<file path="src/rtl/lirs_pkg.sv">
// Package for the linear interpolation resampler.
// Holds the configuration register index codes; no dependencies.
package lirs_pkg;

    // Configuration register indexes.
    localparam int CFG_IDX_BITS = 1;
    localparam logic [CFG_IDX_BITS-1:0] CFG_BYPASS    = 1'b0;
    localparam logic [CFG_IDX_BITS-1:0] CFG_RATE_STEP = 1'b1;

endpackage

</file>
<file path="src/rtl/linear_interp_resampler.sv">
// Output: an accepted beat is held one result deep, so a result appears on m_ once the next
// result is produced or the item finishes.
// Each interpolated result takes a multiply step on the shared multiplier and then a round step;
// a new source sample is accepted only in idle, once the previous item has been flushed.
// Reset (aresetn, synchronous, active low) clears state and valids, bypass off, step of one.
module linear_interp_resampler
    import lirs_pkg::*;
#(
    parameter int SAMPLE_BITS     = 16,
    parameter int PHASE_FRAC_BITS = 16
) (
    input  logic                            aclk,
    input  logic                            aresetn,
    // Source samples
    input  logic                            s_valid,
    output logic                            s_ready,
    input  logic signed [SAMPLE_BITS-1:0]   s_in_sample,
    input  logic                            s_in_last,
    // Resampled output
    output logic                            m_valid,
    input  logic                            m_ready,
    output logic signed [SAMPLE_BITS-1:0]   m_out_sample,
    output logic                            m_out_last,
    // Configuration writes
    input  logic                            cfg_wr_en,
    input  logic [CFG_IDX_BITS-1:0]         cfg_index,
    input  logic [PHASE_FRAC_BITS+4:0]      cfg_wdata
);

    localparam int PW       = PHASE_FRAC_BITS + 5;           // phase and step width
    localparam int MW       = SAMPLE_BITS + PHASE_FRAC_BITS + 2; // product width
    localparam logic [PW-1:0] ONE      = PW'(1) << PHASE_FRAC_BITS;
    localparam logic [PW-1:0] STEP_MIN = ONE >> 4;
    localparam logic [PW-1:0] STEP_MAX = ONE << 4;
    localparam logic [PW-1:0] PHASE_BOUND = ONE + STEP_MAX;
    localparam logic signed [MW-1:0] HALF = MW'(1) << (PHASE_FRAC_BITS - 1);

    typedef enum logic [2:0] {
        S_IDLE,
        S_INTERP,
        S_ROUND,
        S_TAIL,
        S_FLUSH
    } state_t;

    state_t                         state_reg, state_next;
    logic                           bypass_reg, bypass_next;
    logic [PW-1:0]                  rate_step_reg, rate_step_next;
    logic [PW-1:0]                  step_reg, step_next;
    logic [PW-1:0]                  phase_reg, phase_next;
    logic signed [SAMPLE_BITS-1:0]  held_reg, held_next;
    logic                           have_held_reg, have_held_next;
    logic signed [SAMPLE_BITS-1:0]  cur_reg, cur_next;
    logic                           last_reg, last_next;
    logic                           pass_reg, pass_next;
    logic signed [MW-1:0]           prod_reg, prod_next;
    logic                           pend_valid_reg, pend_valid_next;
    logic signed [SAMPLE_BITS-1:0]  pend_reg, pend_next;
    logic                           out_valid_reg, out_valid_next;
    logic signed [SAMPLE_BITS-1:0]  out_sample_reg, out_sample_next;
    logic                           out_last_reg, out_last_next;

    logic                           out_free;
    logic                           can_produce;
    logic                           produce;
    logic signed [SAMPLE_BITS-1:0]  produce_value;
    logic [PW-1:0]                  step_sat;
    logic signed [SAMPLE_BITS:0]    diff;
    logic signed [PHASE_FRAC_BITS:0] frac;
    logic signed [MW-1:0]           rounded;
    logic signed [SAMPLE_BITS+1:0]  delta;
    logic signed [SAMPLE_BITS+1:0]  interp_wide;

    assign s_ready      = (state_reg == S_IDLE);
    assign m_valid      = out_valid_reg;
    assign m_out_sample = out_sample_reg;
    assign m_out_last   = out_last_reg;

    // The output register frees up when empty or when its beat is taken.
    assign out_free    = !out_valid_reg || m_ready;
    assign can_produce = !pend_valid_reg || out_free;

    // Step saturated to the supported range.
    always_comb begin
        if (rate_step_reg < STEP_MIN) begin
            step_sat = STEP_MIN;
        end else if (rate_step_reg > STEP_MAX) begin
            step_sat = STEP_MAX;
        end else begin
            step_sat = rate_step_reg;
        end
    end

    // Shared multiplier operands and the rounding of its registered product.
    assign diff        = (SAMPLE_BITS+1)'(cur_reg) - (SAMPLE_BITS+1)'(held_reg);
    assign frac        = $signed({1'b0, phase_reg[PHASE_FRAC_BITS-1:0]});
    assign rounded     = prod_reg + HALF;
    assign delta       = rounded[MW-1:PHASE_FRAC_BITS];
    assign interp_wide = (SAMPLE_BITS+2)'(held_reg) + delta;

    // Sequencer.
    always_comb begin
        state_next      = state_reg;
        bypass_next     = bypass_reg;
        rate_step_next  = rate_step_reg;
        step_next       = step_reg;
        phase_next      = phase_reg;
        held_next       = held_reg;
        have_held_next  = have_held_reg;
        cur_next        = cur_reg;
        last_next       = last_reg;
        pass_next       = pass_reg;
        prod_next       = prod_reg;
        pend_valid_next = pend_valid_reg;
        pend_next       = pend_reg;
        out_valid_next  = out_valid_reg;
        out_sample_next = out_sample_reg;
        out_last_next   = out_last_reg;
        produce         = 1'b0;
        produce_value   = '0;

        if (m_ready) begin
            out_valid_next = 1'b0;
        end

        // Register writes are for the user to make only while idle; the block itself does not enforce it.
        if (cfg_wr_en) begin
            unique case (cfg_index)
                CFG_BYPASS:    bypass_next    = cfg_wdata[0];
                CFG_RATE_STEP: rate_step_next = cfg_wdata;
                default: ;
            endcase
        end

        unique case (state_reg)
            S_IDLE: begin
                if (s_valid) begin
                    cur_next  = s_in_sample;
                    last_next = s_in_last;
                    pass_next = bypass_reg;
                    step_next = step_sat;
                    if (bypass_reg) begin
                        pend_next       = s_in_sample;
                        pend_valid_next = 1'b1;
                        state_next      = S_FLUSH;
                    end else if (have_held_reg) begin
                        state_next = S_INTERP;
                    end else begin
                        // First sample of a clip is only held.
                        held_next      = s_in_sample;
                        have_held_next = 1'b1;
                        state_next     = s_in_last ? S_TAIL : S_FLUSH;
                    end
                end
            end
            S_INTERP: begin
                if (phase_reg < ONE) begin
                    prod_next  = MW'(diff * frac);
                    phase_next = phase_reg + step_reg;
                    state_next = S_ROUND;
                end else begin
                    phase_next     = phase_reg - ONE;
                    held_next      = cur_reg;
                    have_held_next = 1'b1;
                    state_next     = last_reg ? S_TAIL : S_FLUSH;
                end
            end
            S_ROUND: begin
                if (can_produce) begin
                    produce       = 1'b1;
                    produce_value = interp_wide[SAMPLE_BITS-1:0];
                    state_next    = S_INTERP;
                end
            end
            S_TAIL: begin
                // Copies of the last sample, then a zero when landing exactly on the end.
                if (phase_reg < ONE) begin
                    if (can_produce) begin
                        produce       = 1'b1;
                        produce_value = cur_reg;
                        phase_next    = phase_reg + step_reg;
                    end
                end else if (phase_reg == ONE) begin
                    if (can_produce) begin
                        produce       = 1'b1;
                        produce_value = '0;
                        state_next    = S_FLUSH;
                    end
                end else begin
                    state_next = S_FLUSH;
                end
            end
            S_FLUSH: begin
                if (!pend_valid_reg || out_free) begin
                    if (pend_valid_reg) begin
                        out_valid_next  = 1'b1;
                        out_sample_next = pend_reg;
                        out_last_next   = last_reg;
                        pend_valid_next = 1'b0;
                    end
                    // End of a non-bypassed clip returns the interpolation state to zero.
                    if (last_reg && !pass_reg) begin
                        held_next      = '0;
                        phase_next     = '0;
                        have_held_next = 1'b0;
                    end
                    state_next = S_IDLE;
                end
            end
            default: state_next = S_IDLE;
        endcase

        // A new result pushes the previous one out; the newest waits for its last mark.
        if (produce) begin
            if (pend_valid_reg) begin
                out_valid_next  = 1'b1;
                out_sample_next = pend_reg;
                out_last_next   = 1'b0;
            end
            pend_next       = produce_value;
            pend_valid_next = 1'b1;
        end
    end

    // State and registered outputs.
    always_ff @(posedge aclk) begin
        if (!aresetn) begin
            state_reg      <= S_IDLE;
            bypass_reg     <= 1'b0;
            rate_step_reg  <= ONE;
            phase_reg      <= '0;
            held_reg       <= '0;
            have_held_reg  <= 1'b0;
            pend_valid_reg <= 1'b0;
            out_valid_reg  <= 1'b0;
        end else begin
            state_reg      <= state_next;
            bypass_reg     <= bypass_next;
            rate_step_reg  <= rate_step_next;
            phase_reg      <= phase_next;
            held_reg       <= held_next;
            have_held_reg  <= have_held_next;
            pend_valid_reg <= pend_valid_next;
            out_valid_reg  <= out_valid_next;
        end
        step_reg       <= step_next;
        cur_reg        <= cur_next;
        last_reg       <= last_next;
        pass_reg       <= pass_next;
        prod_reg       <= prod_next;
        pend_reg       <= pend_next;
        out_sample_reg <= out_sample_next;
        out_last_reg   <= out_last_next;
    end

    // Nothing is left waiting in the one-deep hold when a new beat may enter.
    a_idle_no_pending: assert property (@(posedge aclk) disable iff (!aresetn)
        (state_reg == S_IDLE) |-> !pend_valid_reg)
        else $error("result still pending while ready for input");

    // Without a held sample the phase and held sample are at rest.
    a_rest_state: assert property (@(posedge aclk) disable iff (!aresetn)
        !have_held_reg |-> (phase_reg == '0 && held_reg == '0))
        else $error("phase or held sample not cleared between clips");

    // Interpolation runs only against a held sample.
    a_interp_held: assert property (@(posedge aclk) disable iff (!aresetn)
        (state_reg == S_INTERP || state_reg == S_ROUND) |-> have_held_reg)
        else $error("interpolation without a held sample");

    // The phase always stays below one plus the largest step.
    a_phase_bound: assert property (@(posedge aclk) disable iff (!aresetn)
        phase_reg < PHASE_BOUND)
        else $error("phase out of range");

    // A taken beat with nothing new behind it leaves the output empty.
    a_out_drain: assert property (@(posedge aclk) disable iff (!aresetn)
        (m_valid && m_ready && !produce && !(state_reg == S_FLUSH && pend_valid_reg))
        |=> !m_valid)
        else $error("output beat repeated");

endmodule
</file>
<file path="config.mk">
export PLATFORM = sky130hd
export DESIGN_NAME = linear_interp_resampler
export DESIGN_NICKNAME = d
export VERILOG_FILES = /design/src/rtl/lirs_pkg.sv /design/src/rtl/linear_interp_resampler.sv
export SDC_FILE = /design/constraint.sdc
export NUM_CORES = 1
export LEC_CHECK = 0
export ABC_AREA = 1
export BUFFER_PORTS_ARGS = -buffer_cell sky130_fd_sc_hd__clkbuf_2
export CORE_AREA = 8 8 184 186
export CTS_CLUSTER_DIAMETER = 30
export DETAILED_ROUTE_END_ITERATION = 8
export DIE_AREA = 0 0 192 194
export HOLD_SLACK_MARGIN = 0.03
export MAX_ROUTING_LAYER = met4
export PLACE_DENSITY = 0.82
export SLEW_MARGIN = 15
export SYNTH_ARGS = -nofsm -noshare
export SYNTH_HDL_FRONTEND = slang
export SYNTH_SLANG_ARGS = --single-unit
</file>
<file path="constraint.sdc">
create_clock -name aclk -period 8.5 [get_ports aclk]
set_input_delay 0.425 -clock aclk [delete_from_list [all_inputs] [get_ports aclk]]
set_output_delay 0.425 -clock aclk [all_outputs]
set_load 0.005 [all_outputs]
</file>
==> results.md, run 1 <==
* Seq/Total Area, Yosys at 20.11%
* Worst Max-Slew Pin Slew at 1.092 ns
* Top_reg_cell synth: edfxtp_1
* Max-cap violations at 0
* Tcrit/Tclk final at 93.75%
* Yosys top cell by area: fa_1
* Synth area leaders: fa_1 (27%), edfxtp_1 (13%), inv_1 (10%), nand2_1 (8.9%), ha_1 (8.6%)
* I/O Buffers at 62
* HPWL Detailed at 48690 um
* Clk slew on worst S/H paths at 0.08 ns
* Skew-Pair Late Insertion Delay at 0.45 ns
* Register bit total from synthesis at 154
* Post-route ant nets at 0
* DRT iter0 DRCs at 1791
* First-pass GRT wire length at 95570 um
* Synth unique cells at 43
* Post-CTS Setup Bufs at 0
* Vias in the first global route at 17873
* Final setup TNS at 0 ns
* Width of the die at 192 um
* CP top delay family: adder cells
* Synth warn at 0
* Standard-cell rows at 65
* Most frequent cell after synthesis: inv_1
* Gpl congestion at 1.001
* Nets at 3030
* Arrival @ worst endpoint at 8.23 ns
* Die height at 194 um
* Largest fanout on the critical path at 14
* Initial cell density of the core at 63.45%
* Post-Synthesis Cell Area at 19710 sq um
* # setup viols final at 0
* Total GRT Usage at 33.67%
* Worst path slowest cell: fa_1
* Final Max Slew Viols at 0
* CTS sink count at 154
* Synth cell count leaders: inv_1 (533), nand2_1 (469), fa_1 (261), nor2_1 (257), nand3_1 (175)
* FMAX at 125.5 MHz
* CTS Buf Count at 17
* Root buf cell: clkbuf_16
* Die area at 37250 sq um
* Layout cells sized above 1 at 5.496%
* CP Class: flip-flop to flip-flop
* Drt drc at 0
* Cts repair resizes at 0
* Worst hold slack at 0.1820 ns
* RSZ-0062 raised after global routing: no
* Post-synth EDFFs at 88
* Syn_area_per_cell at 7.724 sq um
* Core area at 31070 sq um
* Routed WL at 59450 um
* Antenna diodes at 0
* Synth top area share at 26.51%
* Max clock buf depth at 2
* Worst setup SP type: flip-flop
* DR vias at 17559
* Gr ovfl total at 0
* Worst relative slew slack at 26.93%
* Syn nets at 2993
* CP max stage delay at 0.94 ns
* Ys async rst share at 0%
* H-tree Lvls at 4
* Initial antenna violation count at 0
* DR pass1 iterations at 7
* Worst Path Required at 8.76 ns
* Post-synthesis cell count at 2552
* Pin count of the biggest net entering global routing at 51
* CTS Hold Buffers Added at 0
* Io pins at 63
* Clk_skew at 0.02462 ns
* CTS tree: built
* Most used cell, CP: fa_1
* Area delta synth->final at 6.449%
* Final Critical Period at 7.968 ns
* CP endpoint kind: flip-flop
* Wirelength per Cell at 19.79 um
* Status: finished, final reports clean
* WP buf/inv at 5
* HP Class: input pin to flip-flop
* Via density at 5.845
* Count of endpoints failing hold in the final timing report at 0
[routing by layer]
metal  share of wire, %  global-route usage (%)  vias to the layer above
met5                  0                       -                        -
met4                4.3                   13.84                        0
met3                8.6                   4.353                      166
met2                 46                   52.76                      880
met1                 41                   43.76                     8461
li1                   -                       -                     8052
[placed cells by master, fill, tap and decap left out, types with 12 or more instances in the layout]
cell / count
xor2_1: 35
nand3_1: 175
o21ai_1: 19
nor2_1: 256
o21ai_0: 102
nand2_1: 469
fa_1: 261
xnor2_1: 19
nand3b_1: 12
or2_2: 13
clkbuf_16: 17
inv_1: 533
nand4_1: 30
ha_1: 136
a21oi_1: 173
nor3_1: 21
dfxtp_1: 66
edfxtp_1: 88
clkbuf_2: 62
buf_4: 17
[path summary, 6_finish.rpt]
path	from	end	slack, ns	cells after the start
hold / removal	s_in_last	last_reg$_DFFE_PP_	0.18	1
setup reg to reg	cur_reg[0]$_DFFE_PP_	prod_reg[29]$_DFFE_PP_	0.53	27
setup / recovery	cur_reg[0]$_DFFE_PP_	prod_reg[29]$_DFFE_PP_	0.53	27
hold reg to reg	held_reg[0]$_SDFFE_PN0P_	held_reg[0]$_SDFFE_PN0P_	0.48	2
[per-stage QoR]
| step | utilization, % | instances | cell area [sq um] | worst slack (ns) |
|---|---|---|---|---|
| after floorplan | - | 2552 | 19710 | 1.780 |
| after global placement | 65.69 | 2971 | 20410 | 0.8573 |
| after detailed placement | 65.69 | 2971 | 20410 | 0.6627 |
| after CTS | 67.45 | 3003 | 20960 | 0.6323 |
| after global routing | 67.54 | 3004 | 20980 | 0.1159 |
| final | 67.54 | 3004 | 20980 | 0.5316 |
[layout make-up]
| class | instances | area [sq um] |
|---|---|---|
| multi-input cells | 1790 | 13460 |
| fillers | 2677 | 10080 |
| flip-flops and latches | 154 | 3964 |
| inverters | 546 | 2049 |
| well taps | 402 | 503.0 |
| repair buffers | 80 | 465.4 |
| clock buffers | 18 | 439.2 |
| clock inverters | 14 | 107.6 |
[worst reg2reg max path: cells and delay by family (launching register included)]
| family | cells | cell delay, ns |
|---|---|---|
| flops | 1 | 0.35 |
| buf+inv | 5 | 0.36 |
| simple gates | 12 | 2.06 |
| fa+ha+maj | 9 | 4.76 |
| xor+xnor | 1 | 0.26 |
[cell families after synthesis]
| kind of cell | after synthesis | share of synthesized area (%) |
|---|---|---|
| buffers and inverters | 608 | 11.67 |
| and+or+nand+nor | 995 | 21.33 |
| AOI/OAI and AO/OA | 344 | 9.349 |
| xor gates and xnor gates | 54 | 2.399 |
| adders and majority gates | 397 | 35.14 |
| DFF | 154 | 20.11 |
Power of run 1 is left out: the tool's default activity adds up to more than one toggle a clock period on the data nets, which glitch-free logic cannot reach.
==> run 2, diff against run 1 <==
--- a/config.mk
+++ b/config.mk
@@ -7,13 +7,13 @@
 export LEC_CHECK = 0
 export ABC_AREA = 1
 export BUFFER_PORTS_ARGS = -buffer_cell sky130_fd_sc_hd__clkbuf_2
-export CORE_AREA = 8 8 184 186
+export CORE_AREA = 8 8 191 193
 export CTS_CLUSTER_DIAMETER = 30
 export DETAILED_ROUTE_END_ITERATION = 8
-export DIE_AREA = 0 0 192 194
+export DIE_AREA = 0 0 199 201
 export HOLD_SLACK_MARGIN = 0.03
 export MAX_ROUTING_LAYER = met4
-export PLACE_DENSITY = 0.82
+export PLACE_DENSITY = 0.76
 export SLEW_MARGIN = 15
 export SYNTH_ARGS = -nofsm -noshare
 export SYNTH_HDL_FRONTEND = slang
==> results.md, run 2 (same netlist as run 1, synthesis figures left out) <==
* Status: finished, final reports clean
* Vias in the first global route at 17826
* Clk_skew at 0.01871 ns
* Max-cap violations at 0
* Gr ovfl total at 0
* Drt drc at 0
* Area delta synth->final at 7.433%
* HP Class: input pin to flip-flop
* Arrival @ worst endpoint at 8.09 ns
* Via density at 5.684
* Gpl congestion at 0.9959
* Largest fanout on the critical path at 14
* DR vias at 17405
* Total GRT Usage at 31.78%
* Skew-Pair Late Insertion Delay at 0.45 ns
* Final Max Slew Viols at 0
* Post-route setup slack at 0.6538 ns
* Nets at 3041
* CP Class: flip-flop to flip-flop
* Worst relative slew slack at 23.78%
* Wirelength per Cell at 19.56 um
* Post-CTS Setup Bufs at 0
* Clk slew on worst S/H paths at 0.07 ns
* Root buf cell: clkbuf_16
* CTS Buf Count at 17
* Cts repair resizes at 0
* CTS sink count at 154
* Width of the die at 199 um
* I/O Buffers at 62
* Commonest non-fill, non-tap cell in the layout: inv_1
* Filler cells at 3053
* Worst Path Required at 8.74 ns
* DRT iter0 DRCs at 1351
* Layout cells sized above 1 at 5.817%
* Max clock buf depth at 2
* CTS tree: built
* Most frequent cells in the layout: inv_1 (533), nand2_1 (469), fa_1 (261)
* Worst Max-Slew Pin Slew at 1.139 ns
* FMAX at 127.5 MHz
* Pin count of the biggest net entering global routing at 51
* Core area at 33280 sq um
* Routed WL at 59880 um
* Post-DP Area at 20550 sq um
* Final Critical Period at 7.846 ns
* H-tree Lvls at 4
* DR pass1 iterations at 7
* Final Cell Area at 21180 sq um
* Count of endpoints failing hold in the final timing report at 0
* Final setup TNS at 0 ns
* Initial cell density of the core at 59.23%
* Tcrit/Tclk final at 92.31%
* CTS Hold Buffers Added at 0
* CP endpoint kind: flip-flop
* Initial antenna violation count at 1
* Worst setup SP type: flip-flop
* Place WS at 0.7566 ns
* # setup viols final at 0
* Io pins at 63
* Die area at 40000 sq um
* Standard-cell rows at 67
* First-pass GRT wire length at 96390 um
* RSZ-0062 raised after global routing: no
* HPWL Detailed at 49000 um
* Die height at 201 um
* Post-route ant nets at 0
-- run 2: changes by cell type in the layout (fill, tap and decap cells not counted) --
cell | previous run | this run
buf_4 | 17 | 28
bufinv_16 | 0 | 3
clkbuf_1 | 0 | 2
inv_6 | 6 | 4
clkbuf_8 | 1 | 0
clkinv_2 | 1 | 0
clkinvlp_4 | 1 | 2
diode_2 | 0 | 1
inv_4 | 1 | 0
inv_8 | 1 | 0
-- run 2: worst paths after layout --
kind	start	endpoint	slack [ns]	depth (start not counted)
worst max-delay path	cur_reg[0]$_DFFE_PP_	prod_reg[25]$_DFFE_PP_	0.65	27
worst min-delay path	s_in_last	last_reg$_DFFE_PP_	0.18	1
worst max register to register	cur_reg[0]$_DFFE_PP_	prod_reg[25]$_DFFE_PP_	0.65	27
worst min register to register	rate_step_reg[17]$_SDFFE_PN0P_	rate_step_reg[17]$_SDFFE_PN0P_	0.48	2
-- run 2: stage by stage --
stage / instances / hold slack [ns] / util [%]
2_1_floorplan: 2552 / 0.4444 / -
3_3_place_gp: 3028 / 0.4580 / 61.75
3_5_place_dp: 3028 / 0.4675 / 61.75
4_1_cts: 3060 / 0.1707 / 63.54
5_1_grt: 3062 / 0.1752 / 63.63
6_report: 3062 / 0.1814 / 63.63
-- run 2: cell type report --
| cell class | count | area [sq um] | area share (%) |
|---|---|---|---|
| Multi-Input combinational cell | 1790 | 13460 | 63.54 |
| Sequential cell | 154 | 3964 | 18.72 |
| Inverter | 546 | 2049 | 9.677 |
| Tap cell | 448 | 560.5 | 2.647 |
| Timing Repair Buffer | 91 | 548.0 | 2.588 |
| Clock buffer | 19 | 432.9 | 2.044 |
| Clock inverter | 13 | 165.2 | 0.7799 |
| Antenna cell | 1 | 2.502 | 0.01182 |
-- run 2: layer usage --
metal / up-vias / wire length [um] / global-route usage, %
met5: - / 0 / -
li1: 8077 / - / -
met2: 751 / 27330 / 49.24
met3: 157 / 4154 / 3.990
met1: 8420 / 25660 / 41.62
met4: 0 / 2743 / 13.66
-- run 2: critical path, stage by stage, from the launching register on --
cell,delay (ns)
edfxtp_1,0.34
inv_1,0.05
ha_1,0.23
fa_1,0.42
inv_1,0.07
nand3_1,0.06
nand2_1,0.16
nand3_1,0.12
nand3_1,0.15
nand3_1,0.11
nand2_1,0.42
nor2_1,0.21
fa_1,0.57
fa_1,0.92
fa_1,0.56
fa_1,0.51
fa_1,0.56
inv_1,0.06
fa_1,0.60
inv_1,0.06
ha_1,0.43
nand2_1,0.15
nor2_1,0.12
inv_1,0.08
nor2_1,0.13
nand3_1,0.12
nand3_1,0.13
xor2_1,0.30
Power of run 2 is left out for the same reason.
==> run 3, diff against run 2 <==
--- a/config.mk
+++ b/config.mk
@@ -5,15 +5,14 @@
 export SDC_FILE = /design/constraint.sdc
 export NUM_CORES = 1
 export LEC_CHECK = 0
-export ABC_AREA = 1
 export BUFFER_PORTS_ARGS = -buffer_cell sky130_fd_sc_hd__clkbuf_2
-export CORE_AREA = 8 8 191 193
+export CORE_AREA = 8 8 187 189
 export CTS_CLUSTER_DIAMETER = 30
 export DETAILED_ROUTE_END_ITERATION = 8
-export DIE_AREA = 0 0 199 201
+export DIE_AREA = 0 0 195 197
 export HOLD_SLACK_MARGIN = 0.03
 export MAX_ROUTING_LAYER = met4
-export PLACE_DENSITY = 0.76
+export PLACE_DENSITY = 0.77
 export SLEW_MARGIN = 15
 export SYNTH_ARGS = -nofsm -noshare
 export SYNTH_HDL_FRONTEND = slang
==> results.md, run 3 <==
* Routed WL at 48240 um
* Synth cell count leaders: inv_1 (376), fa_1 (261), nand2_1 (209), ha_1 (136), and2_1 (111)
* H-tree Lvls at 4
* Via density at 5.896
* Worst path slowest cell: fa_1
* CP max stage delay at 0.51 ns
* HP Class: input pin to flip-flop
* DRT iter0 DRCs at 1428
* HPWL Detailed at 37640 um
* Syn_area_per_cell at 9.161 sq um
* Tcrit/Tclk final at 97.03%
* Final Critical Period at 8.248 ns
* Drt drc at 0
* Final Max Slew Viols at 0
* Commonest non-fill, non-tap cell in the layout: inv_1
* I/O Buffers at 62
* Total GRT Usage at 26.34%
* Nets at 2534
* Synth top area share at 27.61%
* Antenna diodes at 0
* Width of the die at 195 um
* Yosys top cell by area: fa_1
* Finished Layout Cells at 2514
* CTS tree: built
* Seq/Total Area, Yosys at 20.94%
* DR pass1 iterations at 5
* Vias in the first global route at 15260
* Initial antenna violation count at 0
* CTS Hold Buffers Added at 0
* First-pass GRT wire length at 79040 um
* Area delta synth->final at 7.629%
* Layout cells sized above 1 at 7.692%
* Pin count of the biggest net entering global routing at 63
* Top_reg_cell synth: edfxtp_1
* Post-Synthesis Cell Area at 18930 sq um
* Max-cap violations at 0
* DR vias at 14822
* Standard-cell rows at 66
* FMAX at 121.2 MHz
* Worst Max-Slew Pin Slew at 1.168 ns
* Worst setup SP type: flip-flop
* Count of endpoints failing hold in the final timing report at 0
* Post-synth EDFFs at 88
* Die height at 197 um
* Wirelength per Cell at 19.19 um
* Clk_skew at 0.01312 ns
* CP endpoint kind: flip-flop
* Gpl congestion at 0.9060
* Root buf cell: clkbuf_16
* Synth warn at 0
* Register bit total from synthesis at 154
* Most frequent cells in the layout: inv_1 (376), fa_1 (260), nand2_1 (209)
* Clk slew on worst S/H paths at 0.07 ns
* Initial cell density of the core at 59.07%
* CTS sink count at 154
* Worst relative slew slack at 22.13%
* Status: finished, final reports clean
* Most used cell, CP: fa_1
* # setup viols final at 0
* Synth unique cells at 81
* Synth area leaders: fa_1 (28%), edfxtp_1 (14%), ha_1 (9.0%), inv_1 (7.5%), dfxtp_1 (7.0%)
* Skew-Pair Late Insertion Delay at 0.45 ns
* Placed Cells at 2478
* Max clock buf depth at 2
* Arrival @ worst endpoint at 8.44 ns
* Die area at 38420 sq um
* CTS Buf Count at 17
* Gr ovfl total at 0
* Ys async rst share at 0%
* Largest fanout on the critical path at 8
* Worst hold slack at 0.1957 ns
* Post-synthesis cell count at 2066
* Most frequent cell after synthesis: inv_1
* Core area at 32040 sq um
* Io pins at 63
* CP Class: flip-flop to flip-flop
* Post-route ant nets at 0
* Worst Path Required at 8.69 ns
* Syn nets at 2507
run 3: changes by cell type after synthesis, moves of 22 or more:
cell | previous run | this run
a211oi_1 | 1 | 23
a21oi_1 | 173 | 75
a22oi_1 | 2 | 35
and2_1 | 0 | 111
clkbuf_1 | 50 | 80
inv_1 | 533 | 376
nand2_1 | 469 | 209
nand3_1 | 175 | 35
nand4_1 | 30 | 8
nor2_1 | 257 | 97
nor2b_1 | 0 | 27
o21ai_0 | 103 | 52
xnor2_1 | 19 | 65
run 3: cell families (layout without fill, tap and decap cells):
family,count (synthesis),count (layout),share of synthesized area [%]
compound gates,332,332,11.96
xor+xnor,86,86,3.980
fa+ha+maj,401,401,36.81
buf+inv,465,505,9.301
flops,154,154,20.94
mux,20,20,1.064
simple gates,608,608,15.94
run 3: path summary, 6_finish.rpt:
kind,slack (ns),to,depth (start not counted),start
worst min-delay path,0.20,cur_reg[3]$_DFFE_PP_,1,s_in_sample[3]
worst min register to register,0.46,rate_step_reg[3]$_SDFFE_PN0P_,2,rate_step_reg[3]$_SDFFE_PN0P_
worst max-delay path,0.25,prod_reg[31]$_DFFE_PP_,31,cur_reg[0]$_DFFE_PP_
worst max register to register,0.25,prod_reg[31]$_DFFE_PP_,31,cur_reg[0]$_DFFE_PP_
run 3: worst max-delay path: cells and delay by family, from the launching register on:
kind                       cells  cell delay (ns)
DFF                            1             0.41
AOI/OAI and AO/OA             10             2.26
xor gates and xnor gates       2             0.32
and+or+nand+nor                4             0.77
buffers and inverters          6             0.60
adders and majority gates      9             3.62
run 3: repair_timing:
item / in CTS / in global routing
setup endpoints to repair: 0 / 9
setup buffers: 0 / 4
resized for setup: 0 / 14
run 3: layout make-up:
cell class,count,area [sq um]
clock inverter,14,178.9
inverter,377,1415
clock buffer,18,429.2
tap,408,510.5
timing repair buffer,96,565.5
multi-input combinational,1447,13310
sequential,154,3964
fill,2619,11670
run 3: layer usage:
layer  up-vias  wire (um)  GRT usage [%]
met4         0       1359          8.422
met1      7230      19950          33.10
li1       6780          -              -
met3       105       4041          4.656
met5         -          0              -
met2       707      22890          43.09
run 3: through the flow:
stage	util, %	setup WS, ns	cell area (sq um)	TNS, ns
after floorplan	-	0.8652	18930	0
after global placement	61.37	0.3609	19660	0
after detailed placement	61.37	0.1460	19660	0
after CTS	63.27	0.1179	20270	0
after global routing	63.58	-0.003240	20370	-0.003240
final	63.58	0.2522	20370	0
Power of run 3 is left out for the same reason.
